## src/design/lucw_pkg.sv

```systemverilog
// Fixed widths and constants of the longest repeat-free window block.
// Depends on nothing; imported by every module of the block.
package lucw_pkg;

   // character code width and number of codes it can carry
   localparam int CH_W     = 7;
   localparam int CH_CODES = 128;

   // string tag held with each last-seen entry
   localparam int TAG_W = 8;

   // width of the length fields on the result channel
   localparam int LEN_W = 16;

endpackage

```

## src/design/lucw_seen_table.sv

```systemverilog
// Last-seen table: synchronous memory of {tag, position} per character,
// with per-entry valid flops and write-to-read forwarding. Uses lucw_pkg.
module lucw_seen_table
   import lucw_pkg::*;
#(
   parameter int ALPHABET = 128,
   parameter int IDX_W    = 7,
   parameter int POS_W    = 16
) (
   input  logic             clock,
   input  logic             reset,
   // read issued when a transaction is accepted
   input  logic             rd_en,
   input  logic [IDX_W-1:0] rd_idx,
   // index of the transaction in the update stage
   input  logic [IDX_W-1:0] cur_idx,
   // write-back from the update stage
   input  logic             wr_en,
   input  logic [TAG_W-1:0] wr_tag,
   input  logic [POS_W-1:0] wr_pos,
   input  logic             clear_all,
   // entry seen by the transaction in the update stage
   output logic             ent_valid,
   output logic [TAG_W-1:0] ent_tag,
   output logic [POS_W-1:0] ent_pos
);

   localparam int ENT_W = TAG_W + POS_W;

   logic [ENT_W-1:0]    seen_mem_ff [ALPHABET];
   logic [ENT_W-1:0]    rd_data_ff;
   logic [ENT_W-1:0]    fwd_data_ff;
   logic                fwd_sel_ff;
   logic                fwd_sel_in;
   logic [ALPHABET-1:0] valid_ff;
   logic [ALPHABET-1:0] valid_in;
   logic [ENT_W-1:0]    ent_data;

   function automatic logic wr_idx_eq(input logic [IDX_W-1:0] a, input logic [IDX_W-1:0] b);
      return a == b;
   endfunction

   // memory write port, written back from the update stage
   always_ff @(posedge clock) begin
      if (wr_en) begin
         seen_mem_ff[cur_idx] <= {wr_tag, wr_pos};
      end
   end

   // memory read port; a write to the same entry on the same edge is forwarded
   assign fwd_sel_in = wr_en && (wr_idx_eq(cur_idx, rd_idx));

   always_ff @(posedge clock) begin
      if (rd_en) begin
         rd_data_ff  <= seen_mem_ff[rd_idx];
         fwd_data_ff <= {wr_tag, wr_pos};
         fwd_sel_ff  <= fwd_sel_in;
      end
   end

   // valid flags: cleared at reset and on tag wrap, set by each write
   always_comb begin
      valid_in = valid_ff;
      if (clear_all) begin
         valid_in = '0;
      end else if (wr_en) begin
         valid_in[cur_idx] = 1'b1;
      end
   end

   always_ff @(posedge clock) begin
      if (reset) begin
         valid_ff <= '0;
      end else begin
         valid_ff <= valid_in;
      end
   end

   assign ent_data  = fwd_sel_ff ? fwd_data_ff : rd_data_ff;
   assign ent_valid = valid_ff[cur_idx];
   assign ent_tag   = ent_data[ENT_W-1:POS_W];
   assign ent_pos   = ent_data[POS_W-1:0];

endmodule

```

## src/design/longest_unique_char_window.sv

```systemverilog
// Longest repeat-free window: takes one character per transaction and returns, per character,
// the length of the repeat-free window ending there and the best such length of the string so
// far; end_of_string marks the last character, whose result carries final_res and after which
// the next string starts clean. One transaction is accepted every clock cycle while the output
// is not stalled; it passes through the update stage into the output register. The last-seen
// table read is synchronous and issued at acceptance, then compare, update and write-back
// follow in the update stage, with the write of the previous character forwarded to the read.
// Table entries carry a string tag, so a string end costs no table sweep; when the tag wraps
// all valid flags clear at once. Lengths are tracked in ceil(log2(MAX_LEN+1)) bits and reported
// in 16 bits.
// Depends on lucw_pkg and lucw_seen_table.
module longest_unique_char_window
   import lucw_pkg::*;
#(
   parameter int ALPHABET = 128,
   parameter int MAX_LEN  = 65535
) (
   input  logic             clock,
   input  logic             reset,
   input  logic             req_valid,
   output logic             req_stall,
   input  logic [CH_W-1:0]  req_ch,
   input  logic             req_end_of_string,
   output logic             rsp_valid,
   input  logic             rsp_stall,
   output logic [LEN_W-1:0] rsp_best_length,
   output logic [LEN_W-1:0] rsp_window_length,
   output logic             rsp_final_res
);

   localparam int IDX_W = $clog2(ALPHABET);
   localparam int POS_W = $clog2(MAX_LEN + 1);
   localparam logic [POS_W-1:0] MAX_P = POS_W'(MAX_LEN);
   localparam logic [POS_W:0]   MAX_X = (POS_W + 1)'(MAX_LEN);

   // character code to table index (code modulo ALPHABET), worked out at elaboration
   logic [IDX_W-1:0] ch_mod [CH_CODES];

   for (genvar g = 0; g < CH_CODES; g++) begin : g_mod
      assign ch_mod[g] = IDX_W'(g % ALPHABET);
   end

   // handshake
   logic             req_fire;
   logic             upd_fire;
   logic             upd_valid_ff;
   logic             upd_valid_in;
   logic [IDX_W-1:0] upd_idx_ff;
   logic             upd_last_ff;

   // per-string state
   logic [TAG_W-1:0] tag_ff,   tag_in;
   logic [POS_W-1:0] pos_ff,   pos_in;
   logic [POS_W-1:0] start_ff, start_in;
   logic [POS_W-1:0] best_ff,  best_in;

   // table lookup result
   logic             ent_valid;
   logic [TAG_W-1:0] ent_tag;
   logic [POS_W-1:0] ent_pos;
   logic             clear_all;

   // update stage datapath
   logic             hit;
   logic [POS_W:0]   start_x;
   logic [POS_W-1:0] start_c;
   logic [POS_W:0]   wlen_x;
   logic [POS_W-1:0] wlen;
   logic [POS_W-1:0] best_next;

   // output register
   logic             rsp_valid_ff;
   logic [LEN_W-1:0] rsp_best_ff;
   logic [LEN_W-1:0] rsp_wlen_ff;
   logic             rsp_final_ff;

   assign upd_fire  = upd_valid_ff && (!rsp_valid_ff || !rsp_stall);
   assign req_stall = upd_valid_ff && !upd_fire;
   assign req_fire  = req_valid && !req_stall;

   // update stage holds one transaction whose table read is in flight
   always_comb begin
      upd_valid_in = upd_valid_ff;
      if (req_fire) begin
         upd_valid_in = 1'b1;
      end else if (upd_fire) begin
         upd_valid_in = 1'b0;
      end
   end

   always_ff @(posedge clock) begin
      if (reset) begin
         upd_valid_ff <= 1'b0;
      end else begin
         upd_valid_ff <= upd_valid_in;
      end
   end

   always_ff @(posedge clock) begin
      if (req_fire) begin
         upd_idx_ff  <= ch_mod[req_ch];
         upd_last_ff <= req_end_of_string;
      end
   end

   assign clear_all = upd_fire && upd_last_ff && (tag_ff == {TAG_W{1'b1}});

   lucw_seen_table #(
      .ALPHABET (ALPHABET),
      .IDX_W    (IDX_W),
      .POS_W    (POS_W)
   ) u_table (
      .clock     (clock),
      .reset     (reset),
      .rd_en     (req_fire),
      .rd_idx    (ch_mod[req_ch]),
      .cur_idx   (upd_idx_ff),
      .wr_en     (upd_fire),
      .wr_tag    (tag_ff),
      .wr_pos    (pos_ff),
      .clear_all (clear_all),
      .ent_valid (ent_valid),
      .ent_tag   (ent_tag),
      .ent_pos   (ent_pos)
   );

   // window start moves past the last sighting, never beyond the current index
   always_comb begin
      hit     = ent_valid && (ent_tag == tag_ff) && (ent_pos >= start_ff);
      start_x = hit ? ({1'b0, ent_pos} + (POS_W + 1)'(1)) : {1'b0, start_ff};
      start_c = (start_x > {1'b0, pos_ff}) ? pos_ff : start_x[POS_W-1:0];
      wlen_x  = {1'b0, pos_ff} - {1'b0, start_c} + (POS_W + 1)'(1);
      wlen    = (wlen_x > MAX_X) ? MAX_P : wlen_x[POS_W-1:0];
      best_next = (wlen > best_ff) ? wlen : best_ff;
   end

   // string state: tag advanced and the rest cleared after the last character, else advanced
   always_comb begin
      tag_in   = tag_ff;
      pos_in   = pos_ff;
      start_in = start_ff;
      best_in  = best_ff;
      if (upd_fire) begin
         if (upd_last_ff) begin
            tag_in   = tag_ff + TAG_W'(1);
            pos_in   = '0;
            start_in = '0;
            best_in  = '0;
         end else begin
            pos_in   = (pos_ff == MAX_P) ? pos_ff : pos_ff + POS_W'(1);
            start_in = start_c;
            best_in  = best_next;
         end
      end
   end

   always_ff @(posedge clock) begin
      if (reset) begin
         tag_ff   <= '0;
         pos_ff   <= '0;
         start_ff <= '0;
         best_ff  <= '0;
      end else begin
         tag_ff   <= tag_in;
         pos_ff   <= pos_in;
         start_ff <= start_in;
         best_ff  <= best_in;
      end
   end

   // output register
   always_ff @(posedge clock) begin
      if (reset) begin
         rsp_valid_ff <= 1'b0;
      end else if (upd_fire) begin
         rsp_valid_ff <= 1'b1;
      end else if (!rsp_stall) begin
         rsp_valid_ff <= 1'b0;
      end
   end

   always_ff @(posedge clock) begin
      if (upd_fire) begin
         rsp_best_ff  <= LEN_W'(best_next);
         rsp_wlen_ff  <= LEN_W'(wlen);
         rsp_final_ff <= upd_last_ff;
      end
   end

   assign rsp_valid         = rsp_valid_ff;
   assign rsp_best_length   = rsp_best_ff;
   assign rsp_window_length = rsp_wlen_ff;
   assign rsp_final_res     = rsp_final_ff;

endmodule

```

## config.mk

```make
export PLATFORM = sky130hd
export DESIGN_NAME = longest_unique_char_window
export DESIGN_NICKNAME = d
export VERILOG_FILES = /design/src/design/lucw_pkg.sv /design/src/design/lucw_seen_table.sv /design/src/design/longest_unique_char_window.sv
export SDC_FILE = /design/constraint.sdc
export NUM_CORES = 2
export LEC_CHECK = 0
export ABC_AREA = 0
export ABC_CLOCK_PERIOD_IN_PS = 11600
export BUFFER_PORTS_ARGS = -buffer_cell sky130_fd_sc_hd__buf_2
export CAP_MARGIN = 5
export CORE_ASPECT_RATIO = 0.5
export CORE_UTILIZATION = 49
export DETAILED_ROUTE_END_ITERATION = 10
export PLACE_DENSITY_LB_ADDON = 0.2
export SLEW_MARGIN = 30
export SYNTH_ARGS = -nofsm -noshare
export SYNTH_HDL_FRONTEND = slang
export SYNTH_HIERARCHICAL = 1
export SYNTH_SLANG_ARGS = --single-unit
```

## constraint.sdc

```tcl
create_clock -name clock -period 11.6 [get_ports clock]
set_clock_uncertainty 0.05 [all_clocks]
set_input_delay 1.16 -clock clock [delete_from_list [all_inputs] [get_ports clock]]
set_output_delay 1.16 -clock clock [all_outputs]
set_load 0.02 [all_outputs]
```

==> flow_summary.rst <==
.. list-table::
   :header-rows: 1

   * - Metric
     - Value
   * - Full die area
     - 268100 sq um
   * - Leakage power
     - 48.32 nW
   * - Clock network power share
     - 0.401
   * - Number of vias per cell after detailed routing
     - 6.464
   * - Category of the critical setup timing path
     - reg -> reg
   * - Nets in the synthesized netlist
     - 5840
   * - Final routed wirelength across all metal layers
     - 342700 um
   * - Synth-to-Final Area Change
     - 11.92%
   * - Cell area after technology mapping
     - 130300 sq um
   * - Antenna violations before repair
     - 46
   * - Number of fill cells in the layout
     - 19.42k
   * - Synth async-reset ratio
     - 0
   * - Die width
     - 731.2 um
   * - DRC violation count after routing
     - 0
   * - Final antenna-violating net count
     - 0
   * - Post-route fraction of the period consumed by the critical path
     - 0.9452
   * - Number of distinct library cells after synthesis
     - 85
   * - Post-Synthesis Mean Instance Area
     - 22.68 sq um
   * - Synth Instances
     - 5745
   * - Post-CTS setup repair buffer count
     - 0
   * - Stage delay of the slowest cell on the critical path
     - 620 ps
   * - Net switching power of the design
     - 5.082 mW
   * - Largest driver fanout on the critical path
     - 32
   * - Clock Sink Count
     - 3348
   * - Remaining max-slew budget at the tightest pin
     - 0.3028
   * - Internal power component
     - 18.90 mW
   * - Vias in the first global route
     - 62.92k
   * - Share of final-layout standard cells stronger than drive strength 1
     - 0.3103
   * - Maximum number of pins on one net before global-route repair
     - 122
   * - Worst slack, placed
     - 695.5 ps
   * - Height of the die
     - 366.6 um
   * - Longest Clk Path Bufs
     - 4
   * - Post-synth top flop
     - edfxtp_1
   * - Sequential element share of the synthesized area
     - 0.7574
   * - DP HPWL
     - 194200 um
   * - Worst Tran Pin Value
     - 1045 ps
   * - Number of flip-flops and latches in the synthesized netlist
     - 3348
   * - Final-report max-slew violation count
     - 0
   * - Sequential cell area
     - 98760 sq um
   * - Count of H-tree levels built during CTS
     - 5
   * - Element type at the critical path end
     - flop
   * - Wire length of the first global-routing pass
     - 480300 um
   * - Core Area
     - 263600 sq um
   * - Aggregate global-route resource usage
     - 0.2551
   * - Startpoint Class
     - flop
   * - Minimum clock period
     - 10960 ps
   * - Routability congestion estimate
     - 0.8643
   * - Clock input transition at the sequential cells of the worst setup and hold paths
     - 70 ps
   * - Worst ir drop on vdd
     - 112.5 uV
   * - Combinational power share
     - 0.051
   * - Arrival @ worst endpoint
     - 11520 ps
   * - Reg power frac
     - 0.548
   * - Root cell of the clock tree
     - clkbuf_16
   * - Area of combinational cells with multiple inputs
     - 30790 sq um
   * - Number of buffers added by the clock tree synthesis step
     - 295
   * - Worst-path cell with the longest stage delay
     - nor2b_1
   * - Routed wire length per instance
     - 35.14 um
   * - Power per unit of standard cell area
     - 164.5 nW/um^2
   * - Gates resized, CTS repair
     - 0
   * - Number of optimization iterations in the first detailed-route pass
     - 6
   * - Status
     - complete, no violations
   * - Setup Total Neg Slack
     - 0 ps
   * - Ys Warns
     - 6
   * - CP Data Required Time
     - 12160 ps
   * - FMAX
     - 0.09120 GHz
   * - Post-synth EDFFs
     - 3162
   * - Number of I/O pins
     - 47
   * - Final hold violations
     - 0
   * - DRC violation total after the first TritonRoute iteration
     - 9030
   * - Starting Density
     - 0.4942
   * - Number of maximum-capacitance violations
     - 0
   * - Number of port buffers
     - 46
   * - Via Count
     - 63.03k
   * - Net Sw Frac
     - 0.2120
   * - Setup slack of the critical path after layout
     - 635.2 ps
   * - Setup-violating endpoint count in the final report
     - 0
   * - CTS tree
     - built
   * - Clock Latency Late Sink
     - 880 ps
   * - Net count of the finished layout
     - 6105
   * - Global-route congestion overflow total
     - 0
   * - Unrepaired setup endpoints after global routing
     - false
   * - Type of the most critical hold path
     - reg -> reg
   * - Site row count
     - 133
## path summary, 6_finish.rpt
| path | to | cells past startpoint | slack (ps) | start |
|---|---|---|---|---|
| worst max-delay path | rsp_best_length[14] | 37 | 640 | upd_idx_ff[2] |
| worst min-delay path | u_table/valid_ff[21] | 1 | 420 | u_table/valid_ff[21] |
| worst max register to register | rsp_best_length[14] | 37 | 640 | upd_idx_ff[2] |
| worst min register to register | u_table/valid_ff[21] | 1 | 420 | u_table/valid_ff[21] |
## cell type report
cell class,count,share of cell area
diodes,8,0.0001373
clock buffers,364,0.05385
clock inverters,156,0.008942
inverters,62,0.001596
multi-input cells,2031,0.2111
flip-flops and latches,3348,0.6774
well taps,3510,0.03012
repair buffers,272,0.01685
## power groups by stage
| stage | Clock (mW) | Combinational, mW | Sequential, mW |
|---|---|---|---|
| after detailed placement | 0 | 1.21 | 13.4 |
| after CTS | 9.77 | 1.22 | 13.2 |
| after global placement | 0 | 1.20 | 13.4 |
| final | 9.61 | 1.21 | 13.1 |
| after global routing | 10.2 | 1.29 | 13.1 |
| after floorplan | 0 | 0.803 | 13.4 |
## cells in the mapped netlist, types with 19 or more instances
cell type | n | area [sq um]
dfxtp_1 | 186 | 3724
o21a_1 | 133 | 998.5
nand4_1 | 19 | 118.9
nor2_1 | 186 | 698.2
a22oi_1 | 21 | 157.7
clkbuf_1 | 180 | 675.7
ha_1 | 82 | 1026
mux2i_1 | 19 | 190.2
o21ai_0 | 27 | 135.1
buf_2 | 71 | 355.3
edfxtp_1 | 3162 | 94950
nor3_1 | 37 | 185.2
xnor2_1 | 34 | 297.8
a21oi_1 | 40 | 200.2
inv_1 | 61 | 229.0
xor2_1 | 22 | 192.7
mux4_2 | 1015 | 22860
nand3_1 | 34 | 170.2
nand2_1 | 77 | 289.0
buf_1 | 43 | 161.4
mux2_2 | 76 | 855.8
## critical path: cells and delay by family (launching register included)
kind,cells,cell delay [ps]
multiplexers,1,380
flip-flops,1,550
AND/OR/NAND/NOR,9,3060
AO/OA/AOI/OAI,19,4320
adder cells (fa/ha/maj),4,1210
buffers and inverters,4,1090
## metrics by stage
step,hold slack [ps],utilization,power (mW),std cells,cell area (sq um)
after global placement,402.6,0.5162,14.61,9202,136100
after global routing,383.7,0.5531,24.66,9743,145800
final,415.5,0.5532,23.98,9751,145800
after CTS,368.8,0.5524,24.14,9736,145600
after detailed placement,401.6,0.5177,14.63,9216,136500
after floorplan,383.0,-,14.24,5745,130300
## state kept, by name, indices dropped and copies added (netlist names), 24 cells and up
name	count
u_table/fwd_data_ff	24
u_table/rd_data_ff	24
u_table/seen_mem_ff	3072
u_table/valid_ff	128
## placed cells by master (no fill, tap or decap), types with 13 or more instances in the layout
cell type | netlist | layout
nand3_1 | 34 | 34
edfxtp_1 | 3162 | 3162
o21ai_0 | 27 | 27
nor2_2 | 1 | 56
mux2_2 | 76 | 76
a22oi_1 | 21 | 21
clkbuf_16 | 0 | 303
ha_1 | 82 | 82
nor3_1 | 37 | 24
dfxtp_4 | 0 | 24
buf_16 | 0 | 17
buf_2 | 71 | 41
nor3_2 | 2 | 15
mux2i_1 | 19 | 19
clkbuf_1 | 180 | 57
bufinv_16 | 0 | 21
xnor2_1 | 34 | 34
a21oi_1 | 40 | 40
clkinv_2 | 0 | 40
mux4_2 | 1015 | 1015
nand2_1 | 77 | 77
inv_1 | 61 | 60
nand2b_1 | 13 | 13
nor2b_1 | 16 | 15
o21a_1 | 133 | 133
nand4_1 | 19 | 19
buf_4 | 6 | 194
dfxtp_1 | 186 | 162
nor2_1 | 186 | 69
xor2_1 | 22 | 22
a32o_1 | 16 | 16
clkinv_1 | 0 | 77
nor2_4 | 0 | 62
a221o_1 | 17 | 17
## kinds of logic after synthesis
| family | Yosys count | synth area share |
|---|---|---|
| flip-flops | 3348 | 0.7574 |
| adder cells (fa/ha/maj) | 83 | 0.008029 |
| XOR/XNOR | 56 | 0.003765 |
| AND/OR/NAND/NOR | 434 | 0.01564 |
| AO/OA/AOI/OAI | 346 | 0.01994 |
| buffers and inverters | 367 | 0.01162 |
| multiplexers | 1111 | 0.1836 |
## layer usage
layer | GRT usage | share of wire
met5 | 0 | 0.00022
met4 | 0.05240 | 0.021
met3 | 0.05946 | 0.11
met2 | 0.3746 | 0.45
met1 | 0.3954 | 0.42
## what timing repair did
action                     CTS  global route
hold endpoints to repair     0             0
setup endpoints to repair    0            16
hold buffers                 0             0
Note: power is estimated with default switching activity, not from simulation.
